[src/design/scfla_pkg.sv]
// shared types and constants for the size class free list allocator
`timescale 1ns / 1ps

package scfla_pkg;

   // number of size classes and field widths
   localparam int CLASS_COUNT          = 4;
   localparam int CLASS_W              = 2;
   localparam int LIMIT_W              = 16;
   localparam int FIELD_INDEX_W        = 8;
   localparam int STATUS_W             = 2;
   localparam int CSR_INDEX_W          = 2;
   localparam int BLOCKS_PER_CLASS_DEF = 256;

   // reset values of the class limit registers
   localparam logic [LIMIT_W-1:0] LIMIT_RESET [CLASS_COUNT] =
      '{16'd16, 16'd32, 16'd64, 16'd128};

   // register indexes on the csr port
   typedef enum logic [CSR_INDEX_W-1:0] {
      REG_LIMIT_ZERO  = 2'd0,
      REG_LIMIT_ONE   = 2'd1,
      REG_LIMIT_TWO   = 2'd2,
      REG_LIMIT_THREE = 2'd3
   } reg_index_type;

   // request operation codes
   typedef enum logic {
      CMD_ALLOC = 1'b0,
      CMD_FREE  = 1'b1
   } cmd_type;

   // response status codes
   typedef enum logic [STATUS_W-1:0] {
      STATUS_DONE      = 2'd0,
      STATUS_TOO_LARGE = 2'd1,
      STATUS_EMPTY     = 2'd2
   } status_type;

   // commands from controller to datapath
   typedef struct packed {
      logic clr_step;
      logic alloc_start;
      logic alloc_finish;
      logic free_do;
   } ctl_cmd_type;

   // status from datapath to controller
   typedef struct packed {
      logic clr_last;
      logic out_busy;
   } dp_stat_type;

endpackage

[src/design/scfla_ctrl.sv]
// controller state machine: link store initialisation and request sequencing
`timescale 1ns / 1ps

module scfla_ctrl import scfla_pkg::*; (
   input  logic        clock,
   input  logic        reset,
   input  logic        req_valid,
   input  logic        req_cmd,
   output logic        req_ready,
   input  dp_stat_type dp_stat,
   output ctl_cmd_type ctl_cmd
);

   typedef enum logic [2:0] {
      ST_CLEAR  = 3'b001,
      ST_IDLE   = 3'b010,
      ST_LOOKUP = 3'b100
   } state_type;

   state_type state_ff;
   state_type state_in;

   // next state and datapath commands
   always_comb begin
      state_in  = state_ff;
      ctl_cmd   = '0;
      req_ready = 1'b0;
      unique case (state_ff)
         ST_CLEAR: begin
            ctl_cmd.clr_step = 1'b1;
            if (dp_stat.clr_last) begin
               state_in = ST_IDLE;
            end
         end
         ST_IDLE: begin
            req_ready = !dp_stat.out_busy;
            if (req_valid && !dp_stat.out_busy) begin
               if (req_cmd == CMD_FREE) begin
                  ctl_cmd.free_do = 1'b1;
               end else begin
                  ctl_cmd.alloc_start = 1'b1;
                  state_in            = ST_LOOKUP;
               end
            end
         end
         ST_LOOKUP: begin
            ctl_cmd.alloc_finish = 1'b1;
            state_in             = ST_IDLE;
         end
         default: begin
            state_in = ST_CLEAR;
         end
      endcase
   end

   // state register
   always_ff @(posedge clock) begin
      if (reset) begin
         state_ff <= ST_CLEAR;
      end else begin
         state_ff <= state_in;
      end
   end

endmodule

[config.mk]
export PLATFORM = sky130hd
export DESIGN_NAME = scfla_ctrl
export DESIGN_NICKNAME = d
export VERILOG_FILES = /design/src/design/scfla_pkg.sv /design/src/design/scfla_ctrl.sv
export SDC_FILE = /design/constraint.sdc
export NUM_CORES = 1
export LEC_CHECK = 0
export BUFFER_PORTS_ARGS = -buffer_cell sky130_fd_sc_hd__buf_2
export CAP_MARGIN = 10
export CORE_AREA = 4 4 41 43
export DETAILED_ROUTE_END_ITERATION = 12
export DIE_AREA = 0 0 45 47
export PLACE_DENSITY = 0.36
export SYNTH_ARGS = -nofsm -noshare
export SYNTH_HDL_FRONTEND = slang
export SYNTH_SLANG_ARGS = --single-unit
export TNS_END_PERCENT = 30
[constraint.sdc]
create_clock -name clock -period 2.5 [get_ports clock]
set_input_delay 0.5 -clock clock [delete_from_list [all_inputs] [get_ports clock]]
set_output_delay 0.5 -clock clock [all_outputs]
set_load 0.1 [all_outputs]
==> results of run 1 <==
==> layer usage <==
layer  share of wire (%)  vias up  GRT usage [%]
li1                    -       86              -
met1                  48       76           4.76
met2                  37       15           5.93
met3                  15        0           4.60
met4                   0        0           3.51
met5                   0        -              0
==> metrics by stage <==
stage | cells | setup slack (ns)
finish | 45 | 0.303
CTS | 45 | 0.291
detailed placement | 41 | 0.410
floorplan | 16 | -0.572
global placement | 41 | 0.413
global route | 45 | 0.220
==> power groups by stage <==
stage	combinational (mW)	clock [mW]	sequential (mW)
after floorplan	0.0273	0	0.0533
after global placement	0.0349	0	0.0537
after detailed placement	0.0351	0	0.0538
after CTS	0.0352	0.0897	0.0530
after global routing	0.0369	0.0926	0.0533
final	0.0348	0.0854	0.0530
==> worst max-delay path, delay by kind of cell, from the launching register on <==
family        cells  cell delay (ns)
flops             1             0.36
simple gates      3             0.68
buf+inv           1             0.42
==> path summary, 6_finish.rpt <==
path                                          startpoint                  endpoint  slack (ns)  cells past startpoint
worst max-delay path            state_ff[1]$_SDFFE_PP0P_                ctl_cmd[0]        0.30                      4
worst min-delay path                               reset  state_ff[1]$_SDFFE_PP0P_        0.45                      2
worst max register to register  state_ff[1]$_SDFFE_PP0P_  state_ff[1]$_SDFFE_PP0P_        1.38                      3
worst min register to register  state_ff[0]$_SDFFE_PP1P_  state_ff[2]$_SDFFE_PP0P_        0.63                      2
==> cell usage in the layout (no fill, tap or decap) <==
cell,n
nor2_2,1
dfxtp_1,3
and3_1,1
nor2_1,2
nor3_1,1
nor3b_1,1
clkbuf_1,1
and4bb_2,1
or3b_4,1
nor3b_2,1
a21oi_2,1
clkbuf_4,3
buf_2,10
a21o_2,1
nand2b_4,1
or3b_1,1
==> area by class of cell <==
cell class	count	area, um2
well taps	15	18.8
repair buffers	10	50.0
flip-flops and latches	3	60.1
multi-input cells	13	109
fillers	148	1040
clock buffers	4	26.3
==> kinds of logic after synthesis <==
kind of cell	count (synthesis)
and+or+nand+nor	11
DFF	3
AOI/OAI and AO/OA	2
==> impl_metrics.py, run 1 <==
metrics = {
    "critical_path": {
        "crit_path_top_delay_cell": "or3b_4",
        "path_max_fanout": 5,
        "critPathKind": "reg -> out",
        "cpPeakStageDelay_ns": 0.43,
        "crit_path_end_kind": "primary output",
        "start_kind": "register",
        "crit_arrival_ns": 1.70,
        "path_cells": "or3b_4, nor2_2, and3_1, buf_2",
        "worstPathRequired_ns": 2.00,
    },
    "timing": {
        "finClkSkew_ns": 0.000865,
        "final_max_slew_viol_count": 0,
        "rsz0062_at_grt": "no",
        "period_minus_slack_ns": 2.20,
        "finalHoldViolCount": 0,
        "setup_violations": 0,
        "fin_crit_sh_pct": 87.9,
        "tns_ns": 0,
        "slew_headroom_pct": 67.7,
        "tightestPinTransition_ns": 0.488,
        "fmax_ghz": 0.455,
        "whs_ns": 0.454,
    },
    "global_routing": {
        "grt_util_all_layers_pct": 4.74,
        "grt_antenna_before_repair": 0,
        "grt_max_degree": 6,
        "grt_pass1_wl_um": 641,
        "grt_overflow": 0,
        "first_global_vias": 173,
    },
    "yosys": {
        "yosysTopAreaCell": "dfxtp_1",
        "synth_edf_count": 0,
        "synth_compound_area_share_pct": 10.7,
        "synthCells": 16,
        "synthTopCellsByCount": "3 x dfxtp_1, 2 x nor2_1, 2 x nor3b_1",
        "synth_area_um2": 164,
        "syn_area_per_cell_um2": 10.2,
        "post-synth-top-count-cell": "dfxtp_1",
        "syn_nets": 22,
        "synthAdderAreaFrac_pct": 0,
        "synth-xor-area-share_pct": 0,
        "ys_ff_latch": 3,
        "async_flop_share_pct": 0,
        "synthFlopType": "dfxtp_1",
        "yosys.area.top_type_share_pct": 36.6,
        "synth_warnings": 0,
        "yosys.area_share.simple_pct": 52.7,
        "ys_types": 12,
        "ys_seq_area_share_pct": 36.6,
        "synth_top_family_by_area": "simple AND/OR/NAND/NOR gates",
        "muxShareOfSynthArea_pct": 0,
        "synth_area_leaders": "dfxtp_1 37%, nor3b_1 9.2%, nand2b_4 8.4%, and4bb_2 7.6%, or3b_4 6.9%",
    },
    "cells_and_area": {
        "num-nets-final": 37,
        "reg.largest.list": "state_ff x3",
        "layout-drive-gt1-share_pct": 66.7,
        "area_growth_pct": 61.1,
        "fin_util_pct": 20.3,
        "fin_area_um2": 264,
        "largest_reg_flops": 3,
        "largest-register": "state_ff",
        "antenna_cells": 0,
    },
    "die": {
        "dieWidth_um": 45,
        "die_h_um": 47,
        "fp-row-count": 13,
        "fp.dieArea_um2": 2120,
        "coreArea_um2": 1300,
        "initial_utilization_pct": 12.6,
        "pin_count": 11,
    },
    "placed_design": {
        "place_congestion": 0.589,
        "hpwl_um": 320,
        "numPortBuffers": 10,
        "placed_area_um2": 238,
    },
    "clocking": {
        "clock-sinks": 3,
        "ctsResizeCount": 0,
        "cts_tree": "built",
        "postCtsHoldBufs": 0,
        "cts-root-buf": "clkbuf_4",
        "clock_path_buffers": 2,
        "htreeDepth": 1,
        "cts_buffers": 3,
        "clock_latency_ns": 0.23,
        "post_cts.repair.setup_buffers": 0,
        "cts.clk_slew.worst_paths_ns": 0.04,
    },
    "power": {
        "p_int_mw": 0.121,
        "power_density_nw_per_um2": 656,
        "power_frac_clock_pct": 49.3,
        "total_power_mw": 0.173,
        "swShare_pct": 30.1,
        "peakVddDrop_v": 0.000240,
        "p_leak_nw": 0.126,
        "seq_power_share_pct": 30.6,
        "p_comb_share_pct": 20.1,
        "switchingPower_mw": 0.0521,
    },
    "drt": {
        "vias": 177,
        "wl_um": 385,
        "routed_via_density": 3.93,
        "drtAntennaViolNets": 0,
        "first_iter_violations": 4,
        "drc": 0,
        "drtPass1Iterations": 2,
        "routedWlPerCell_um": 8.56,
    },
    "hold_path": {
        "hp-class": "in -> reg",
    },
    "flow_run": {
        "maxCapViolations": 0,
    },
    "status": {
        "status": "completed",
    },
}
(Power assumes the default switching activity.)
==> inputs of run 2 (changes only) <==
CORE_AREA = 2 2 39 41   (was 4 4 41 43)
DIE_AREA = 0 0 41 43   (was 0 0 45 47)
PLACE_DENSITY = 0.42   (was 0.36)
==> run 2 against run 1 <==
  * Via count shrank 0.56%
  * Setup slack improved by 0.0040 ns
  * Non-clock buffer count did not move
  * Hold slack improved by 0.0040 ns
  * Routed wire length decreased by 10%
  * Combinational power is essentially flat
  * Sequential share of layout area fell by 0.11 points
  * Power shrank 1.3%
  * Highest routed layer unchanged
==> impl_metrics.py, run 2 (synthesized netlist as in run 1, its figures left out) <==
metrics = {
    "clocking": {
        "clock_path_buffers": 2,
        "clock-sinks": 3,
        "cts.clk_slew.worst_paths_ns": 0.04,
        "cts_buffers": 3,
        "cts-root-buf": "clkbuf_4",
        "htreeDepth": 1,
        "clock_latency_ns": 0.23,
        "ctsResizeCount": 0,
        "cts_tree": "built",
        "postCtsHoldBufs": 0,
        "post_cts.repair.setup_buffers": 0,
    },
    "drt": {
        "met3_length_um": 31,
        "met2_wirelength_um": 175,
        "dr.max_layer_used": "met3",
        "vias": 176,
        "wl_met1_um": 139,
        "drc": 0,
        "first_iter_violations": 1,
        "routed_via_density": 3.83,
        "routedWlPerCell_um": 7.52,
        "drtAntennaViolNets": 0,
        "wl_um": 346,
        "drtPass1Iterations": 2,
    },
    "cells_and_area": {
        "num-nets-final": 37,
        "antenna_cells": 0,
        "reg.largest.list": "state_ff x3",
        "n_fill_cell": 166,
        "layout.cells.most_common": "buf_2",
        "final_cell_mix": "10 x buf_2, 3 x clkbuf_4, 3 x dfxtp_1",
        "largest_reg_flops": 3,
        "layout-drive-gt1-share_pct": 66.7,
        "largest-register": "state_ff",
        "area_growth_pct": 61.8,
    },
    "critical_path": {
        "crit_path_end_kind": "primary output",
        "path_cells": "or3b_4, nor2_2, and3_1, buf_2",
        "critPathKind": "reg -> out",
        "path_max_fanout": 5,
        "worstPathRequired_ns": 2.00,
        "critPathBufInv": 1,
        "path_depth": 4,
        "cpPeakStageDelay_ns": 0.43,
        "crit_path_top_delay_cell": "or3b_4",
        "reg2reg_depth": 3,
        "start_kind": "register",
        "cpLargestDelayFamily": "simple AND/OR/NAND/NOR gates",
        "crit_arrival_ns": 1.69,
    },
    "global_routing": {
        "grt_util_all_layers_pct": 5.71,
        "grt_antenna_before_repair": 0,
        "first_global_vias": 164,
        "grt_overflow": 0,
        "grt_max_degree": 6,
        "grt_pass1_wl_um": 579,
    },
    "hold_path": {
        "holdPathStages": 2,
        "hp-class": "in -> reg",
    },
    "die": {
        "coreArea_um2": 1380,
        "fp.dieArea_um2": 1760,
        "pin_count": 11,
        "fp-row-count": 14,
        "dieWidth_um": 41,
        "die_h_um": 43,
        "initial_utilization_pct": 11.8,
    },
    "power": {
        "total_power_mw": 0.171,
        "peakVddDrop_v": 0.000115,
        "p_leak_nw": 0.126,
        "power_density_nw_per_um2": 645,
    },
    "timing": {
        "rsz0062_at_grt": "no",
        "setup_violations": 0,
        "tns_ns": 0,
        "finalHoldViolCount": 0,
        "final_max_slew_viol_count": 0,
        "fmax_ghz": 0.456,
        "period_minus_slack_ns": 2.19,
        "finClkSkew_ns": 0.00185,
        "slew_headroom_pct": 67.8,
        "tightestPinTransition_ns": 0.487,
        "fin_crit_sh_pct": 87.7,
    },
    "placed_design": {
        "place_congestion": 0.599,
        "numPortBuffers": 10,
    },
    "status": {
        "status": "completed",
    },
    "flow_run": {
        "maxCapViolations": 0,
    },
}
-- run 2: layout make-up --
type                    count  area, um2  share of cell area [%]
clock buffers               4       26.3                    9.91
multi-input cells          13        109                    41.0
flip-flops and latches      3       60.1                    22.6
well taps                  16       20.0                    7.55
repair buffers             10       50.0                    18.9
-- run 2: metal layers --
layer / up-vias / global-route usage [%]
li1: 86 / -
met1: 81 / 5.43
met2: 9 / 5.94
met3: 0 / 3.14
met4: 0 / 10.0
met5: - / 0
-- run 2: worst reg2reg max path, stage by stage (launching register included) --
cell and delay, ns:
dfxtp_1 0.36, or3b_4 0.43, nand2b_4 0.15, a21oi_2 0.11
-- run 2: where the power goes --
part | internal [mW] | total [mW] | switching (mW) | leakage (nW)
sequential | 0.0507 | 0.0531 | 0.00245 | 0.0246
combinational | 0.0106 | 0.0348 | 0.0242 | 0.0859
clock | 0.0597 | 0.0831 | 0.0234 | 0.0150
-- run 2: final timing paths --
kind	startpoint	to	slack [ns]
min reg2reg	state_ff[2]$_SDFFE_PP0P_	state_ff[2]$_SDFFE_PP0P_	0.62
max	state_ff[1]$_SDFFE_PP0P_	ctl_cmd[0]	0.31
max reg2reg	state_ff[1]$_SDFFE_PP0P_	state_ff[1]$_SDFFE_PP0P_	1.38
min	reset	state_ff[1]$_SDFFE_PP0P_	0.46
-- run 2: per-stage QoR --
stage	util [%]	worst slack, ns	hold slack [ns]	std cells	cell area [um2]
floorplan	-	-0.572	0.562	16	169
global placement	17.3	0.410	0.621	42	239
detailed placement	17.3	0.407	0.624	42	239
CTS	19.2	0.287	0.451	46	265
global route	19.2	0.221	0.461	46	265
finish	19.2	0.307	0.458	46	265
